[src/hw/rtl/cidr_acl_match_assert.svh]
// Assertion macros shared by the CIDR access list RTL.
`ifndef CIDR_ACL_MATCH_ASSERT_SVH
`define CIDR_ACL_MATCH_ASSERT_SVH

// Same-cycle implication, sampled on i_clk, off while i_rst_n is low.
`define CACL_ASSERT_IMP(lbl, ant, cons) \
    lbl: assert property (@(posedge i_clk) disable iff (!i_rst_n) (ant) |-> (cons)) \
        else $error("cidr_acl_match: assertion failed");

// Next-cycle implication, sampled on i_clk, off while i_rst_n is low.
`define CACL_ASSERT_NXT(lbl, ant, cons) \
    lbl: assert property (@(posedge i_clk) disable iff (!i_rst_n) (ant) |=> (cons)) \
        else $error("cidr_acl_match: assertion failed");

`endif

[src/hw/rtl/cacl_pkg.sv]
// Types and constants of the CIDR access list matcher.
`default_nettype none
package cacl_pkg;

    typedef enum logic [1:0] {
        ACT_LOAD  = 2'd0,
        ACT_CLEAR = 2'd1,
        ACT_CHECK = 2'd2
    } t_action;

    localparam logic [7:0]  V4_PREFIX_MAX = 8'd32;
    localparam logic [7:0]  V6_PREFIX_MAX = 8'd128;
    // upper half of address_lo for an IPv4-mapped IPv6 address
    localparam logic [31:0] V4_MAPPED_TAG = 32'h0000_FFFF;

    // one stored slot; IPv4 entries keep mask and network in bits 31..0
    typedef struct packed {
        logic         is_v6;
        logic [127:0] mask;
        logic [127:0] net;
    } t_entry;

    typedef struct packed {
        logic         is_v6;
        logic [63:0]  hi;
        logic [63:0]  lo;
    } t_addr;

endpackage
`default_nettype wire

[src/hw/rtl/cacl_if.sv]
// Request and result channel interfaces of the CIDR access list matcher.
`default_nettype none
interface cacl_req_if;
    logic        valid;
    logic        ready;
    logic [1:0]  action;
    logic [3:0]  entry_index;
    logic        is_v6;
    logic [7:0]  prefix_bits;
    logic [63:0] address_hi;
    logic [63:0] address_lo;

    modport source (output valid, action, entry_index, is_v6, prefix_bits,
                    address_hi, address_lo, input ready);
    modport sink   (input valid, action, entry_index, is_v6, prefix_bits,
                    address_hi, address_lo, output ready);
endinterface

interface cacl_rsp_if;
    logic valid;
    logic ready;
    logic allowed;
    logic load_rejected;

    modport source (output valid, allowed, load_rejected, input ready);
    modport sink   (input valid, allowed, load_rejected, output ready);
endinterface
`default_nettype wire

[src/hw/rtl/cacl_ram.sv]
// Generic single-write, single-read RAM with registered read data.
`default_nettype none
module cacl_ram #(
    parameter int WIDTH = 8,
    parameter int DEPTH = 16
) (
    input  wire logic                                  i_clk,
    input  wire logic                                  i_we,
    input  wire logic [(DEPTH > 1 ? $clog2(DEPTH) : 1)-1:0] i_waddr,
    input  wire logic [WIDTH-1:0]                      i_wdata,
    input  wire logic [(DEPTH > 1 ? $clog2(DEPTH) : 1)-1:0] i_raddr,
    output logic      [WIDTH-1:0]                      o_rdata
);

    logic [WIDTH-1:0] r_mem [DEPTH];

    always_ff @(posedge i_clk) begin
        if (i_we) begin
            r_mem[i_waddr] <= i_wdata;
        end
        o_rdata <= r_mem[i_raddr];
    end

endmodule
`default_nettype wire

[src/hw/rtl/cacl_cmp.sv]
// Shared masked comparator: does one stored slot contain the address.
`default_nettype none
module cacl_cmp
    import cacl_pkg::*;
(
    input  wire t_entry i_entry,
    input  wire t_addr  i_addr,
    output logic        o_hit
);

    logic fam_ok;
    logic mapped;

    always_comb begin
        mapped = (i_addr.hi == 64'd0) && (i_addr.lo[63:32] == V4_MAPPED_TAG);
        if (i_entry.is_v6) begin
            fam_ok = i_addr.is_v6;
        end else begin
            fam_ok = !i_addr.is_v6 || mapped;
        end
        // IPv4 slots have zero mask above bit 31, so the upper bits drop out
        o_hit = fam_ok && (({i_addr.hi, i_addr.lo} & i_entry.mask) == i_entry.net);
    end

endmodule
`default_nettype wire

[src/hw/rtl/cidr_acl_match.sv]
// CIDR access list matcher: slot table, scan sequencer and result register.
//
// Requests arrive on i_req (valid/ready); each gives exactly one result on
// o_rsp. action LOAD stores a slot with its network masked to the prefix
// (load_rejected is set and the slot kept if the prefix is longer than 32
// for IPv4 or 128 for IPv6), CLEAR empties the table, CHECK reports
// allowed when any valid slot contains the address.
// Slots live in a RAM with registered read; valid bits are flip-flops.
// A CHECK walks every slot through one shared masked comparator, one slot
// per cycle in S_SCAN after S_EXEC; S_DRAIN and S_RESULT then follow.
// LOAD, CLEAR and unused codes go from S_EXEC straight to S_RESULT. One
// request is in work at a time; i_req.ready is high only between requests,
// so a new request is taken only after the last result has been registered.
// The result sits in an output register, so the next request is taken
// while a result still waits; a stalled o_rsp holds its result and the
// block finishes the next request but waits before writing it over.
// Reset (synchronous, active low) empties the table at once; no sweep.
`default_nettype none
module cidr_acl_match
    import cacl_pkg::*;
#(
    parameter int ENTRIES = 16
) (
    input  wire logic   i_clk,
    input  wire logic   i_rst_n,
    cacl_req_if.sink    i_req,
    cacl_rsp_if.source  o_rsp
);

    `include "cidr_acl_match_assert.svh"

    localparam int         IDX_W  = (ENTRIES > 1) ? $clog2(ENTRIES) : 1;
    localparam logic [8:0] ENT9   = 9'(ENTRIES);
    localparam logic [IDX_W-1:0] LAST_IDX = IDX_W'(ENTRIES - 1);

    typedef enum logic [4:0] {
        S_IDLE   = 5'b00001,
        S_EXEC   = 5'b00010,
        S_SCAN   = 5'b00100,
        S_DRAIN  = 5'b01000,
        S_RESULT = 5'b10000
    } t_state;

    t_state            r_state, n_state;
    logic [ENTRIES-1:0] r_valid, n_valid;
    logic [IDX_W-1:0]  r_cnt, n_cnt;
    logic              r_pend, n_pend;
    logic [IDX_W-1:0]  r_pidx;
    logic              r_hit, n_hit;
    logic              r_rej, n_rej;
    logic              r_ovalid, n_ovalid;
    logic              r_oallowed, r_orej;

    // captured request
    logic [1:0]        r_act;
    logic [3:0]        r_idx;
    logic [7:0]        r_pfx;
    t_addr             r_addr;

    logic              accept;
    logic              too_long;
    logic              in_range;
    logic              ram_we;
    logic [8:0]        idx9;
    logic [IDX_W-1:0]  ram_waddr;
    logic [127:0]      m6;
    logic [31:0]       m4;
    t_entry            wr_entry;
    t_entry            rd_entry;
    logic              cmp_hit;
    logic              out_free;

    assign i_req.ready = (r_state == S_IDLE);
    assign accept      = i_req.valid && i_req.ready;
    assign out_free    = !r_ovalid || o_rsp.ready;

    assign o_rsp.valid         = r_ovalid;
    assign o_rsp.allowed       = r_oallowed;
    assign o_rsp.load_rejected = r_orej;

    // load path: mask the network to the prefix
    always_comb begin
        too_long  = r_pfx > (r_addr.is_v6 ? V6_PREFIX_MAX : V4_PREFIX_MAX);
        idx9      = {5'b0, r_idx};
        in_range  = idx9 < ENT9;
        ram_waddr = idx9[IDX_W-1:0];
        m6        = ~({128{1'b1}} >> r_pfx);
        m4        = ~(32'hFFFF_FFFF >> r_pfx);
        wr_entry.is_v6 = r_addr.is_v6;
        if (r_addr.is_v6) begin
            wr_entry.mask = m6;
            wr_entry.net  = {r_addr.hi, r_addr.lo} & m6;
        end else begin
            wr_entry.mask = {96'd0, m4};
            wr_entry.net  = {96'd0, r_addr.lo[31:0] & m4};
        end
        ram_we = (r_state == S_EXEC) && (r_act == ACT_LOAD) && !too_long && in_range;
    end

    cacl_ram #(
        .WIDTH ($bits(t_entry)),
        .DEPTH (ENTRIES)
    ) u_ram (
        .i_clk   (i_clk),
        .i_we    (ram_we),
        .i_waddr (ram_waddr),
        .i_wdata (wr_entry),
        .i_raddr (r_cnt),
        .o_rdata (rd_entry)
    );

    cacl_cmp u_cmp (
        .i_entry (rd_entry),
        .i_addr  (r_addr),
        .o_hit   (cmp_hit)
    );

    always_comb begin
        n_state  = r_state;
        n_valid  = r_valid;
        n_cnt    = r_cnt;
        n_pend   = 1'b0;
        n_hit    = r_hit;
        n_rej    = r_rej;
        n_ovalid = r_ovalid && !o_rsp.ready;

        // read data of the slot issued last cycle
        if (r_pend && r_valid[r_pidx] && cmp_hit) begin
            n_hit = 1'b1;
        end

        case (r_state)
            S_IDLE: begin
                if (accept) begin
                    n_state = S_EXEC;
                end
            end
            S_EXEC: begin
                n_hit   = 1'b0;
                n_rej   = 1'b0;
                n_cnt   = '0;
                n_state = S_RESULT;
                case (r_act)
                    ACT_LOAD: begin
                        n_rej = too_long;
                        if (ram_we) begin
                            n_valid[ram_waddr] = 1'b1;
                        end
                    end
                    ACT_CLEAR: n_valid = '0;
                    ACT_CHECK: n_state = S_SCAN;
                    default: ;
                endcase
            end
            S_SCAN: begin
                n_pend = 1'b1;
                if (r_cnt == LAST_IDX) begin
                    n_state = S_DRAIN;
                end else begin
                    n_cnt = r_cnt + 1'b1;
                end
            end
            S_DRAIN: n_state = S_RESULT;
            S_RESULT: begin
                if (out_free) begin
                    n_ovalid = 1'b1;
                    n_state  = S_IDLE;
                end
            end
            default: n_state = S_IDLE;
        endcase
    end

    always_ff @(posedge i_clk) begin
        if (!i_rst_n) begin
            r_state  <= S_IDLE;
            r_valid  <= '0;
            r_cnt    <= '0;
            r_pend   <= 1'b0;
            r_hit    <= 1'b0;
            r_rej    <= 1'b0;
            r_ovalid <= 1'b0;
        end else begin
            r_state  <= n_state;
            r_valid  <= n_valid;
            r_cnt    <= n_cnt;
            r_pend   <= n_pend;
            r_hit    <= n_hit;
            r_rej    <= n_rej;
            r_ovalid <= n_ovalid;
        end
    end

    always_ff @(posedge i_clk) begin
        r_pidx <= r_cnt;
        if (accept) begin
            r_act        <= i_req.action;
            r_idx        <= i_req.entry_index;
            r_pfx        <= i_req.prefix_bits;
            r_addr.is_v6 <= i_req.is_v6;
            r_addr.hi    <= i_req.address_hi;
            r_addr.lo    <= i_req.address_lo;
        end
        if ((r_state == S_RESULT) && out_free) begin
            r_oallowed <= r_hit;
            r_orej     <= r_rej;
        end
    end

    `CACL_ASSERT_NXT(a_accept_exec, accept, r_state == S_EXEC)
    `CACL_ASSERT_IMP(a_one_flag, o_rsp.valid, !(o_rsp.allowed && o_rsp.load_rejected))
    `CACL_ASSERT_NXT(a_scan_table_stable, r_state == S_SCAN, $stable(r_valid))
    `CACL_ASSERT_NXT(a_result_out, (r_state == S_RESULT) && out_free, o_rsp.valid)

endmodule
`default_nettype wire
[src/flat_wrapper.sv]
// flat-port wrapper written by rule: the top's interface ports become plain ports
module cidr_acl_match_flat import cacl_pkg::*;
#(
    parameter int ENTRIES = 16
)
  (i_clk, i_rst_n, i_req_valid, i_req_action, i_req_entry_index, i_req_is_v6, i_req_prefix_bits, i_req_address_hi, i_req_address_lo, i_req_ready, o_rsp_valid, o_rsp_allowed, o_rsp_load_rejected, o_rsp_ready);
  cacl_req_if i_req_i ();
  cacl_rsp_if o_rsp_i ();
  input  wire logic i_clk;
  input  wire logic i_rst_n;
  input wire logic [$bits(i_req_i.valid)-1:0] i_req_valid;
  input wire logic [$bits(i_req_i.action)-1:0] i_req_action;
  input wire logic [$bits(i_req_i.entry_index)-1:0] i_req_entry_index;
  input wire logic [$bits(i_req_i.is_v6)-1:0] i_req_is_v6;
  input wire logic [$bits(i_req_i.prefix_bits)-1:0] i_req_prefix_bits;
  input wire logic [$bits(i_req_i.address_hi)-1:0] i_req_address_hi;
  input wire logic [$bits(i_req_i.address_lo)-1:0] i_req_address_lo;
  output wire logic [$bits(i_req_i.ready)-1:0] i_req_ready;
  output wire logic [$bits(o_rsp_i.valid)-1:0] o_rsp_valid;
  output wire logic [$bits(o_rsp_i.allowed)-1:0] o_rsp_allowed;
  output wire logic [$bits(o_rsp_i.load_rejected)-1:0] o_rsp_load_rejected;
  input wire logic [$bits(o_rsp_i.ready)-1:0] o_rsp_ready;
  assign i_req_i.valid = i_req_valid;
  assign i_req_i.action = i_req_action;
  assign i_req_i.entry_index = i_req_entry_index;
  assign i_req_i.is_v6 = i_req_is_v6;
  assign i_req_i.prefix_bits = i_req_prefix_bits;
  assign i_req_i.address_hi = i_req_address_hi;
  assign i_req_i.address_lo = i_req_address_lo;
  assign i_req_ready = i_req_i.ready;
  assign o_rsp_valid = o_rsp_i.valid;
  assign o_rsp_allowed = o_rsp_i.allowed;
  assign o_rsp_load_rejected = o_rsp_i.load_rejected;
  assign o_rsp_i.ready = o_rsp_ready;
  cidr_acl_match #(.ENTRIES(ENTRIES)) u_core (.i_clk(i_clk), .i_rst_n(i_rst_n), .i_req(i_req_i), .o_rsp(o_rsp_i));
endmodule
[config.mk]
export PLATFORM = sky130hd
export DESIGN_NAME = cidr_acl_match_flat
export DESIGN_NICKNAME = d
export VERILOG_FILES = /design/src/hw/rtl/cacl_pkg.sv /design/src/hw/rtl/cacl_if.sv /design/src/hw/rtl/cacl_ram.sv /design/src/hw/rtl/cacl_cmp.sv /design/src/hw/rtl/cidr_acl_match.sv /design/src/flat_wrapper.sv
export VERILOG_INCLUDE_DIRS = /design/src /design/src/hw/rtl
export SDC_FILE = /design/constraint.sdc
export NUM_CORES = 2
export LEC_CHECK = 0
export ABC_AREA = 0
export BUFFER_PORTS_ARGS = -buffer_cell sky130_fd_sc_hd__buf_2
export CORE_MARGIN = 2
export CORE_UTILIZATION = 47
export DETAILED_ROUTE_END_ITERATION = 12
export GPL_ROUTABILITY_DRIVEN = 0
export PLACE_DENSITY = 0.75
export SYNTH_ARGS = -nofsm -noshare
export SYNTH_HDL_FRONTEND = slang
export SYNTH_MEMORY_MAX_BITS = 65536
export SYNTH_SLANG_ARGS = --single-unit
export TNS_END_PERCENT = 20
[constraint.sdc]
create_clock -name i_clk -period 13.4 [get_ports i_clk]
set_input_delay 0.67 -clock i_clk [delete_from_list [all_inputs] [get_ports i_clk]]
set_output_delay 0.67 -clock i_clk [all_outputs]
set_load 0.02 [all_outputs]
==> flow_summary.yaml <==
synthesis:
  synth_seq_cells: 4547
  netlist_top_cells_area: "edfxtp_1, mux4_2, dfxtp_1, and2_1, clkbuf_1"
  ys_async_sr_fraction_pct: 0
  ys_seq_area_share_pct: 78.7
  synth_ff_type: "edfxtp_1"
  synth_area_per_cell_sq_um: 23.8
  syn_inst: 7147
  yosysMostFrequentCell: "edfxtp_1"
  syn_nets: 7297
  yosysWarnings: 0
  synth_edf_count: 4257
  synthTopCellsByCount: "edfxtp_1, mux4_2, dfxtp_1"
  synth_area_sq_um: 170000
  synth_top_area_share_pct: 75.2
  synth.largest_area_cell: "edfxtp_1"
  synth.distinct_cells: 61
floorplanning:
  core-area_sq_um: 359000
  ios: 151
  rows: 220
  fp.dieH_um: 605
  die_width_um: 605
  initial_core_util_pct: 47.3
  die_area_sq_um: 366000
routing:
  drt-pass1-iter-count: 7
  drtIter0Drc: 12500
  drtAntennaViolNets: 0
  via_per_inst: 6.34
  vias: 81700
  drc: 0
  wl_per_cell_um: 33.8
  wl_mm: 436
hold_path:
  hp-start: "i_req_action[0]"
  hold_end: "u_core.r_act[0]"
  hold_depth: 1
  hold_class: "in2reg"
global_routing:
  grt_max_degree: 158
  grt_pass1_vias: 81600
  grt_pass1_wl_mm: 614
  antenna_found_initial: 27
  grt_overflow_total: 0
  grt_use_total_pct: 23.6
sta:
  finalCriticalPeriod_ps: 6790
  hold_viol: 0
  worst_pin_slew_ps: 1400
  slew_headroom_pct: 6.19
  clock_skew_ps: 54.3
  fmaxAchievable_ghz: 0.147
  report.final.slew_viol_count: 0
  setup_viol: 0
  hold_slack_ps: 44.6
  period_share_pct: 50.6
  final.setup.tns_ps: 0
  rsz0062_at_grt: "false"
pwr:
  ir_drop_mv: 0.111
  leakage_uw: 0.0592
  power_density_nw_per_um2: 153
cts:
  post_cts_buffers: 0
  cts_tree: "built"
  cts_inserted_buffers: 431
  cts_root_buf: "clkbuf_16"
  cts_resized: 0
  htreeDepth: 5
  cts.sinks: 4547
  path_clk_slew_ps: 60
  cts_buffer_depth: 4
  clock_latency_ps: 1000
cells_and_area:
  layout-drive-gt1-share_pct: 29.0
  nets: 7875
  area_growth_syn_to_layout_pct: 13.5
setup_path:
  cp.required_ps: 13990
  r2r-end: "u_core.u_ram.r_mem[2][78]"
  critPathLaunchType: "register"
  rr_worst_depth: 10
  endpoint_kind: "register"
  slowest_delay_ps: 980
  r2r_start: "u_core.r_pfx[5]"
  crit_chain: "clkinv_1 -> ha_1 -> a41oi_1 -> o22ai_1 -> and3_1 -> nand2_1 -> nor2_4 -> buf_4 -> buf_4 -> buf_4"
  crit_fanout: 43
  crit_top_cell: "buf_4"
  path_class: "reg2reg"
  crit_arrival_ps: 7380
  worst-r2r-setup-slack_ps: 6610
  critPathSlowestCell: "nor2_4"
place:
  portBuffers: 150
  hpwl_mm: 233
run:
  max_cap_viol_count: 0
status:
  status: "finished clean"
==> metrics by stage <==
step / worst slack [ps] / utilization, % / std cells / instance area, sq um / total power (uW)
floorplan: -467 / - / 7147 / 170000 / 16700
global route: 6410 / 53.7 / 12900 / 193000 / 30100
finish: 6610 / 53.7 / 12900 / 193000 / 29400
CTS: 6690 / 53.6 / 12900 / 193000 / 29500
detailed placement: 6720 / 49.3 / 11900 / 177000 / 17300
global placement: 6710 / 49.3 / 11900 / 177000 / 17200
==> kinds of logic (layout without fill, tap and decap cells) <==
group	count (synthesis)	in the layout	share of synthesized area (%)
XOR/XNOR	49	49	0.253
AO/OA/AOI/OAI	319	319	1.21
adder cells (fa/ha/maj)	3	3	0.0221
buffers and inverters	358	1311	0.988
AND/OR/NAND/NOR	579	579	1.84
multiplexers	1292	1292	17.0
flip-flops	4547	4547	78.7
other	0	15	0
==> sequential cells by signal, indices dropped and copies added, names as in the netlist, 2 cells and up <==
register	cells
u_core.r_addr	129
u_core.r_act	2
u_core.r_valid	16
u_core.r_state	5
u_core.r_idx	4
u_core.r_pidx	4
u_core.u_ram.r_mem	4112
u_core.r_pfx	8
u_core.u_ram.o_rdata	257
u_core.r_cnt	4
==> placed cells by master (no fill, tap or decap), types with 18 or more instances in the layout <==
cell type / synthesis / layout
edfxtp_1: 4257 / 4257
mux4_2: 1279 / 1279
clkbuf_16: 0 / 437
dfxtp_1: 290 / 286
buf_4: 39 / 177
buf_2: 79 / 150
dlygate4sd3_1: 0 / 134
nand2_1: 127 / 127
and2_1: 125 / 124
clkbuf_1: 176 / 93
a21oi_1: 97 / 84
nor2_1: 100 / 82
clkinv_2: 0 / 72
clkinv_1: 2 / 65
xor2_1: 49 / 49
and3_1: 46 / 46
o21ai_0: 56 / 45
clkbuf_8: 0 / 44
bufinv_16: 0 / 40
and3b_1: 34 / 34
nand4_1: 31 / 31
a21boi_0: 32 / 30
nand3_1: 26 / 26
buf_12: 0 / 24
nor4_1: 28 / 22
a21o_1: 21 / 21
o21a_1: 20 / 20
a211oi_1: 20 / 19
nor2b_1: 18 / 18
clkinvlp_4: 0 / 18
==> worst max-delay path, delay by kind of cell, from the launching register on <==
family | cells | cell delay, ps
AOI/OAI and AO/OA | 2 | 530
and+or+nand+nor | 3 | 1590
DFF | 1 | 920
adders and majority gates | 1 | 430
buffers and inverters | 4 | 2810
==> where the power goes <==
group / internal (uW) / total, uW / switching (uW)
logic: 175 / 987 / 813
clock network: 7040 / 12400 / 5340
registers: 15900 / 16100 / 151
total: 23100 / 29400 / 6300
==> cell type report <==
cell class,instances,area [sq um]
clock buffers,574,11900
diodes,15,37.5
repair buffers,486,3910
fillers,25900,167000
clock inverters,234,2520
multi-input cells,2242,34900
inverters,17,63.8
well taps,4773,5970
flip-flops and latches,4547,134000
==> what timing repair did <==
action                                  4_1_cts  5_1_grt
hold endpoints to repair                    134        0
endpoints found under the setup margin        0        0
hold buffers                                134        0
==> how the worst max path moves through the flow <==
| stage | cells past startpoint | end | startpoint | slack, ps |
|---|---|---|---|---|
| after floorplan | 10 | u_core.u_ram.r_mem[7][0] | u_core.r_addr[128] | -470 |
| after global placement | 10 | u_core.u_ram.r_mem[2][55] | u_core.r_pfx[5] | 6710 |
| after detailed placement | 10 | u_core.u_ram.r_mem[2][55] | u_core.r_pfx[5] | 6720 |
| after CTS | 10 | u_core.u_ram.r_mem[2][183] | u_core.r_pfx[5] | 6690 |
| after global routing | 10 | u_core.u_ram.r_mem[2][183] | u_core.r_pfx[5] | 6410 |
| final | 10 | u_core.u_ram.r_mem[2][78] | u_core.r_pfx[5] | 6610 |
==> routing by layer <==
layer / global-route usage [%] / routed length (um)
met1: 31.3 / 157000
met2: 38.0 / 211000
met3: 4.73 / 45000
met4: 11.1 / 22600
met5: 0.0523 / 84
(Power assumes the default switching activity.)
